===== src/rtl/arp_pkg.sv =====
// ----------------------------------------------------------------------------
// arp_pkg
// Shared types and constants of the address-resolution cache.
// ----------------------------------------------------------------------------
`default_nettype none

package arp_pkg;

	localparam int IP_W        = 32;
	localparam int MAC_W       = 48;
	localparam int LIFE_W      = 16;
	localparam int MAXL_W      = 15;
	localparam int CMD_W       = 2;
	localparam int ENTRIES_DEF = 8;

	localparam logic [MAXL_W-1:0]        MAX_LIFETIME_RST = 15'd300;
	localparam logic signed [LIFE_W-1:0] NEVER_FILLED     = -16'sd258;

	// command codes
	localparam logic [CMD_W-1:0] CMD_TICK   = 2'd0;
	localparam logic [CMD_W-1:0] CMD_LOOKUP = 2'd1;
	localparam logic [CMD_W-1:0] CMD_INSERT = 2'd2;

	// word handed from one cell to the next during a scan
	typedef struct packed {
		logic                     hit;
		logic [MAC_W-1:0]         mac;
		logic signed [LIFE_W-1:0] lowest;
	} carry_t;

	// what the cells compare against during a scan
	typedef struct packed {
		logic            insert;
		logic [IP_W-1:0] ip;
	} key_t;

	// update broadcast to the addressed cell at the end of an item
	typedef struct packed {
		logic             life_en;
		logic             data_en;
		logic [IP_W-1:0]  ip;
		logic [MAC_W-1:0] mac;
	} wr_t;

endpackage

`default_nettype wire


===== src/rtl/arp_cell.sv =====
// ----------------------------------------------------------------------------
// arp_cell
// One cache slot: holds IP, MAC and lifetime, and does one hop of the scan.
// ----------------------------------------------------------------------------
`default_nettype none

module arp_cell #(
	parameter int IDXW = $clog2(arp_pkg::ENTRIES_DEF),
	parameter int IDX  = 0
) (
	input  wire logic                        clk,
	input  wire logic                        arst_n,
	input  wire logic [arp_pkg::MAXL_W-1:0]  max_lifetime,
	input  wire arp_pkg::key_t               key,
	input  wire arp_pkg::carry_t             carry_in,
	input  wire logic [IDXW-1:0]             idx_in,
	output arp_pkg::carry_t                  carry_out,
	output logic [IDXW-1:0]                  idx_out,
	input  wire logic                        tick,
	input  wire arp_pkg::wr_t                wr,
	input  wire logic [IDXW-1:0]             wr_idx
);
	import arp_pkg::*;

	localparam logic [IDXW-1:0] MY_IDX = IDXW'(IDX);

	logic signed [LIFE_W-1:0] life_q;
	logic [IP_W-1:0]          ip_q;
	logic [MAC_W-1:0]         mac_q;
	carry_t                   carry_q;
	logic [IDXW-1:0]          idx_q;
	carry_t                   carry_d;
	logic [IDXW-1:0]          idx_d;
	logic                     live;
	logic                     sel;

	assign live = (life_q > 16'sd0);
	assign sel  = (wr_idx == MY_IDX);

	// lifetime: aging on tick, refresh or fill from the broadcast
	always_ff @(posedge clk or negedge arst_n) begin
		if (!arst_n) begin
			life_q <= NEVER_FILLED;
		end else begin
			priority if (tick) begin
				if (live) life_q <= life_q - 16'sd1;
			end else if (wr.life_en && sel) begin
				life_q <= $signed({1'b0, max_lifetime});
			end
		end
	end

	// slot payload, undefined until first insert
	always_ff @(posedge clk) begin
		if (wr.data_en && sel) begin
			ip_q  <= wr.ip;
			mac_q <= wr.mac;
		end
	end

	// one scan hop: first live match for lookup, strict minimum for insert
	always_comb begin
		carry_d = carry_in;
		idx_d   = idx_in;
		if (key.insert) begin
			if (life_q < carry_in.lowest) begin
				carry_d.lowest = life_q;
				idx_d          = MY_IDX;
			end
		end else if (!carry_in.hit && live && ip_q == key.ip) begin
			carry_d.hit = 1'b1;
			carry_d.mac = mac_q;
			idx_d       = MY_IDX;
		end
	end

	always_ff @(posedge clk) begin
		carry_q <= carry_d;
		idx_q   <= idx_d;
	end

	assign carry_out = carry_q;
	assign idx_out   = idx_q;

endmodule

`default_nettype wire


===== src/rtl/arp_cache_ttl_table_core.sv =====
// ----------------------------------------------------------------------------
// arp_cache_ttl_table_core
// IPv4-to-MAC cache with per-slot lifetimes, built as a chain of slot cells.
// ----------------------------------------------------------------------------
// Lookup and insert: the result is set by the scan word walking one cell per
//   cycle from the top slot down to slot 0.
// Tick and unused codes skip the scan. One item is in work at a time; the next
//   word is taken as soon as the previous result sits in the output register.
// Reset: lifetimes go to the never-filled value and max_lifetime to 300 at
//   once; slot addresses stay undefined until written, no clearing pass.
`default_nettype none

module arp_cache_ttl_table_core #(
	parameter int ENTRIES = arp_pkg::ENTRIES_DEF
) (
	input  wire logic                        clk,
	input  wire logic                        arst_n,
	// config write: max_lifetime
	input  wire logic                        cfg_valid,
	output logic                             cfg_ready,
	input  wire logic [arp_pkg::MAXL_W-1:0]  cfg_data,
	// input words
	input  wire logic                        s_tvalid,
	output logic                             s_tready,
	input  wire logic [79:0]                 s_tdata,  // target_ip[31:0], peer_mac[79:32]
	input  wire logic [1:0]                  s_tuser,  // command[1:0]
	// result words
	output logic                             m_tvalid,
	input  wire logic                        m_tready,
	output logic [79:0]                      m_tdata,  // resolved_mac[47:0], request_ip[79:48]
	output logic [1:0]                       m_tuser   // hit[0], send_request[1]
);
	import arp_pkg::*;

	localparam int IDXW = (ENTRIES > 1) ? $clog2(ENTRIES) : 1;
	localparam logic [IDXW-1:0] TOP_IDX = IDXW'(ENTRIES - 1);

	typedef enum logic [1:0] {ST_IDLE, ST_SCAN, ST_FIN} state_t;

	state_t            state_q;
	logic [IDXW-1:0]   cnt_q;
	logic [MAXL_W-1:0] max_lifetime_q;
	logic [CMD_W-1:0]  cmd_q;
	key_t              key_q;
	logic [MAC_W-1:0]  mac_q;

	carry_t            chain_c   [ENTRIES+1];
	logic [IDXW-1:0]   chain_idx [ENTRIES+1];

	logic              accept;
	logic              tick;
	logic              out_free;
	logic              finish;
	wr_t               wr;
	logic              res_hit;
	logic              res_req;

	assign cfg_ready = 1'b1;
	assign s_tready  = (state_q == ST_IDLE);
	assign accept    = s_tvalid && s_tready;
	assign tick      = accept && (s_tuser == CMD_TICK);
	assign out_free  = !m_tvalid || m_tready;
	assign finish    = (state_q == ST_FIN) && out_free;

	// config register
	always_ff @(posedge clk or negedge arst_n) begin
		if (!arst_n) begin
			max_lifetime_q <= MAX_LIFETIME_RST;
		end else if (cfg_valid && cfg_ready) begin
			max_lifetime_q <= cfg_data;
		end
	end

	// scan word entering the top cell
	assign chain_c[ENTRIES]   = '{hit: 1'b0, mac: '0,
	                              lowest: $signed({1'b0, max_lifetime_q})};
	assign chain_idx[ENTRIES] = TOP_IDX;

	// chain of slot cells, top index first
	for (genvar g = 0; g < ENTRIES; g++) begin : g_cell
		arp_cell #(
			.IDXW (IDXW),
			.IDX  (g)
		) u_cell (
			.clk          (clk),
			.arst_n       (arst_n),
			.max_lifetime (max_lifetime_q),
			.key          (key_q),
			.carry_in     (chain_c[g+1]),
			.idx_in       (chain_idx[g+1]),
			.carry_out    (chain_c[g]),
			.idx_out      (chain_idx[g]),
			.tick         (tick),
			.wr           (wr),
			.wr_idx       (chain_idx[0])
		);
	end

	// result of the finished scan
	assign res_hit = (cmd_q == CMD_LOOKUP) && chain_c[0].hit;
	assign res_req = (cmd_q == CMD_LOOKUP) && !chain_c[0].hit;

	// slot update: refresh on hit, fill on insert
	always_comb begin
		wr.life_en = finish && (res_hit || cmd_q == CMD_INSERT);
		wr.data_en = finish && (cmd_q == CMD_INSERT);
		wr.ip      = key_q.ip;
		wr.mac     = mac_q;
	end

	// sequencer and output register
	always_ff @(posedge clk or negedge arst_n) begin
		if (!arst_n) begin
			state_q  <= ST_IDLE;
			cnt_q    <= '0;
			m_tvalid <= 1'b0;
			m_tdata  <= '0;
			m_tuser  <= '0;
			cmd_q    <= CMD_TICK;
			key_q    <= '0;
			mac_q    <= '0;
		end else begin
			if (m_tvalid && m_tready && !finish) m_tvalid <= 1'b0;
			unique case (state_q)
				ST_IDLE: begin
					if (accept) begin
						cmd_q        <= s_tuser;
						key_q.insert <= (s_tuser == CMD_INSERT);
						key_q.ip     <= s_tdata[31:0];
						mac_q        <= s_tdata[79:32];
						cnt_q        <= '0;
						if (s_tuser == CMD_LOOKUP || s_tuser == CMD_INSERT) begin
							state_q <= ST_SCAN;
						end else begin
							state_q <= ST_FIN;
						end
					end
				end
				ST_SCAN: begin
					cnt_q <= cnt_q + 1'b1;
					if (cnt_q == TOP_IDX) state_q <= ST_FIN;
				end
				ST_FIN: begin
					if (out_free) begin
						m_tvalid       <= 1'b1;
						m_tuser        <= {res_req, res_hit};
						m_tdata[47:0]  <= res_hit ? chain_c[0].mac : '0;
						m_tdata[79:48] <= res_req ? key_q.ip : '0;
						state_q        <= ST_IDLE;
					end
				end
				default: state_q <= ST_IDLE;
			endcase
		end
	end

	// checks
	a_hit_xor_req: assert property (@(posedge clk) disable iff (!arst_n)
		m_tvalid |-> !(m_tuser[0] && m_tuser[1]))
		else $error("hit and request raised together");

	a_hit_no_ip: assert property (@(posedge clk) disable iff (!arst_n)
		(m_tvalid && m_tuser[0]) |-> (m_tdata[79:48] == '0))
		else $error("request_ip set on a hit");

	a_scan_len: assert property (@(posedge clk) disable iff (!arst_n)
		(state_q == ST_SCAN && cnt_q == TOP_IDX) |=> (state_q == ST_FIN))
		else $error("scan did not end after the last cell");

	a_no_tick_at_write: assert property (@(posedge clk) disable iff (!arst_n)
		wr.life_en |-> !tick)
		else $error("slot update and tick in the same cycle");

endmodule

`default_nettype wire

===== config.mk =====
export PLATFORM = sky130hd
export DESIGN_NAME = arp_cache_ttl_table_core
export DESIGN_NICKNAME = d
export VERILOG_FILES = /design/src/rtl/arp_pkg.sv /design/src/rtl/arp_cell.sv /design/src/rtl/arp_cache_ttl_table_core.sv
export SDC_FILE = /design/constraint.sdc
export NUM_CORES = 2
export LEC_CHECK = 0
export BUFFER_PORTS_ARGS = -buffer_cell sky130_fd_sc_hd__buf_2
export CORE_MARGIN = 3
export CORE_UTILIZATION = 43
export DETAILED_ROUTE_END_ITERATION = 16
export SETUP_SLACK_MARGIN = 0.4
export SYNTH_ARGS = -nofsm -noshare
export SYNTH_HDL_FRONTEND = slang
export SYNTH_SLANG_ARGS = --single-unit

===== constraint.sdc =====
create_clock -name clk -period 23.1 [get_ports clk]
set_clock_uncertainty 0.05 [all_clocks]
set_input_delay 4.62 -clock clk [delete_from_list [all_inputs] [get_ports clk]]
set_output_delay 4.62 -clock clk [all_outputs]
set_load 0.05 [all_outputs]

==> impl_results.md <==
- DRT Wirelength: 133,200 um
- CTS tree: yes
- Worst slew pin tran: around 1.3 ns
- Int Power: roughly 5.5 mW
- Sw Ratio: 32.22%
- GRT Total Usage: 19.77%
- Crit path largest cell delay: around 0.96 ns
- Most frequent cells in the layout: edfxtp_1, dfxtp_1, mux2_2, dfrtp_1, buf_2
- Worst-path fanout max: 50
- CP startpoint kind: input pin
- Peak supply drop: 70.09 uV
- Detail Placement HPWL: 82,880 um
- DR vias: 32,166
- Vias per cell: between 5 and 6
- First-pass iteration count of the detailed router: 5
- Initial antenna violation count: 2
- Die area: 0.1350 mm^2
- Tmin final: 7.686 ns
- Combinational share of power: 22.5%
- PwrDens: 125.1 mW/mm^2
- Max Clk Rate: 130.1 MHz
- Outcome: finished clean
- Num CTS Buffers: 154
- Share of power burned in registers: 46.8%
- Routed Antenna Nets: 0
- Sink Count: 1,475
- Overflow after GRT: 0
- Syn avg cell area: approximately 14 um^2
- Max-cap violations: 0
- Cts hold-fix bufs: 0
- Ys Warns: 0
- Final Slew Violations: 0
- Mapped cell area: 0.05617 mm^2
- Setup TNS: 0 ns
- Post-Syn Nets: around 4,200
- Switch Pwr: around 2.6 mW
- Rel. slew slack: 11.10%
- Worst Hold Depth: 1
- Core ar.: 0.1287 mm^2
- EDFF count, synth: 640
- Seq/Total Area, Yosys: 67.03%
- Clk_lat worst skew: 0.80 ns
- Most common cell after layout, fill and taps aside: edfxtp_1
- Final Hold Vio Count: 0
- Buffer count from post-CTS setup fixing: 0
- Worst Setup End Kind: flop
- Worst hold path class: flop to flop
- Critical setup path kind: input pin to flop
- WL/cell: roughly 22 um
- Residual DRC: 0
- CTS max path bufs: 3
- Leakage: between 20 and 30 nW
- Arr. time, crit path: 8.04 ns
- Global placement routability congestion: 0.8771
- CP most frequent cell: buf_4
- Initial Utilization: between 40% and 50%
- Crit share post-route: roughly 33%
- Cell Count, Final, Fillers Out: about 6,100
- Post-synthesis cell count: 3,957
- Die H: 367.4 um
- Largest net degree at the start of global routing: 96
- RSZ-0062 raised after global routing: no
- Endpoints failing setup: 0
- Seq cells post-synth: roughly 1,500
- Synth unique cells: 80
- Vias in the first global route: roughly 32,000
- Worst endpoint required time: 23.45 ns
- Worst path cell trace: buf_2 > inv_1 > nand2_1 > nand2b_4 > buf_4 > or3_1 > nor2_4 > buf_4
- DR iter-0 viols: 2,128
- H-tree levels: 4
- Post-layout nets: 4,447
- Placed cell count: 5,779
- R2R cell count: 6
- Top FF cell, synth: edfxtp_1
- Top Ports: 187
- Critical-path top delay cell: nor2_4
- Worst hold margin: between 0.3 and 0.4 ns
- Asr flop ratio synth: a little over a fifth
- Global-route wire length before repair: 204,500 um
- Placement Rows: 131
- CTS resizes: 0
- Worst-path clk slew: around 0.06 ns
- Fillers: 10,994
- Layout cells sized above 1: 26.89%
- # port buffers: 185
- DIE WIDTH: 367.4 um
- Area grow syn2layout: 14.74%
- CTS root buf: clkbuf_16
- Power Total: about 8 mW
- Power share of the clock group: 30.7%
==> stage by stage <==
| stage | instance area [um^2] | utilization (%) | setup WS [ns] |
|---|---|---|---|
| finish | 64450 | 50.09 | 15.41 |
| global route | 64450 | 50.09 | 15.19 |
| CTS | 64450 | 50.09 | 15.40 |
| detailed placement | 59290 | 46.08 | 14.55 |
| global placement | 59290 | 46.08 | 14.59 |
| floorplan | 56170 | - | 11.75 |
==> cell type report <==
| type | count | area [um^2] | area share [%] |
|---|---|---|---|
| well taps | 1729 | 2163 | 3.357 |
| multi-input cells | 2158 | 17380 | 26.97 |
| repair buffers | 262 | 1514 | 2.349 |
| inverters | 155 | 581.8 | 0.9028 |
| flip-flops and latches | 1475 | 37650 | 58.42 |
| diodes | 1 | 2.502 | 0.003883 |
| clock inverters | 65 | 778.2 | 1.208 |
| clock buffers | 225 | 4373 | 6.785 |
==> power groups by stage <==
stage | combinational (mW) | sequential, mW | clock (mW)
after floorplan | 1.19 | 3.69 | 0
after global placement | 1.79 | 3.82 | 0
after detailed placement | 1.82 | 3.83 | 0
after CTS | 1.83 | 3.78 | 2.54
after global routing | 2.01 | 3.83 | 2.64
final | 1.81 | 3.78 | 2.47
==> cells in the mapped netlist, drive strengths merged (8+ instances only) <==
| library cell | n | area [um^2] |
|---|---|---|
| dfxtp | 521 | 10430 |
| a22o | 97 | 849.6 |
| dfstp | 116 | 3048 |
| nand4 | 55 | 344.1 |
| ha | 139 | 1739 |
| nor3 | 62 | 310.3 |
| or3 | 17 | 107.6 |
| nand3 | 28 | 140.1 |
| and2 | 54 | 337.8 |
| o22a | 49 | 429.2 |
| xor2 | 72 | 630.6 |
| edfxtp | 640 | 19220 |
| nor4 | 48 | 306.5 |
| a211oi | 16 | 120.1 |
| nor3b | 14 | 110.1 |
| nand2b | 16 | 100.1 |
| a21oi | 129 | 645.6 |
| mux2 | 515 | 5833 |
| nand3b | 8 | 60.06 |
| nor2 | 188 | 705.7 |
| buf | 54 | 275.3 |
| nand2 | 99 | 371.6 |
| mux2i | 12 | 120.1 |
| o31ai | 14 | 110.1 |
| xnor2 | 180 | 1577 |
| dfrtp | 198 | 4955 |
| o211ai | 13 | 97.59 |
| o21ai | 123 | 615.6 |
| a21o | 21 | 157.7 |
| clkbuf | 115 | 432.9 |
| a31oi | 53 | 331.6 |
| and3 | 11 | 68.82 |
| o21a | 11 | 82.58 |
| inv | 155 | 581.8 |
| or2 | 12 | 75.08 |
| or4 | 9 | 71.32 |
| nor2b | 8 | 50.05 |
==> registers in the layout, summed over array words and instances (netlist names) <==
name,count
m_tvalid,1
cnt_q,3
max_lifetime_q,15
cmd_q,2
g_cell.u_cell.ip_q,256
g_cell.u_cell.life_q,128
g_cell.u_cell.carry_out,504
state_q,2
key_q,33
m_tdata,80
g_cell.u_cell.mac_q,384
m_tuser,2
mac_q,48
g_cell.u_cell.idx_out,17
==> path summary, 6_finish.rpt <==
| kind | start | endpoint | slack (ns) |
|---|---|---|---|
| max | m_tready | g_cell[7].u_cell.mac_q[25] | 15.41 |
| min | g_cell[7].u_cell.mac_q[36] | g_cell[7].u_cell.carry_out[52] | 0.37 |
| max reg2reg | state_q[0] | g_cell[7].u_cell.mac_q[25] | 18.67 |
| min reg2reg | g_cell[7].u_cell.mac_q[36] | g_cell[7].u_cell.carry_out[52] | 0.37 |
| max in group asynchronous | arst_n | g_cell[6].u_cell.life_q[0] | 16.33 |
| min in group asynchronous | arst_n | key_q[23] | 3.82 |
==> layer usage <==
metal | wire (um) | up-vias | global-route usage [%]
met5 | 0 | - | 0
met4 | 3030 | 0 | 5.883
met3 | 6379 | 189 | 2.908
met2 | 62860 | 810 | 31.94
met1 | 60910 | 16202 | 27.67
li1 | - | 14965 | -
==> cell families (layout without fill, tap and decap cells) <==
| kind of cell | after synthesis | count (layout) | synth area share (%) |
|---|---|---|---|
| other | 1 | 2 | 0.006676 |
| DFF | 1475 | 1475 | 67.03 |
| and+or+nand+nor | 646 | 646 | 5.899 |
| xor gates and xnor gates | 252 | 252 | 3.929 |
| AOI/OAI and AO/OA | 593 | 593 | 7.144 |
| muxes | 527 | 527 | 10.60 |
| adders and majority gates | 139 | 139 | 3.096 |
| buffers and inverters | 324 | 707 | 2.297 |
==> critical path: cells and delay by family <==
kind,cells,cell delay [ns]
buffers and inverters,4,1.32
AND/OR/NAND/NOR,4,2.00
(Power assumes the default switching activity.)
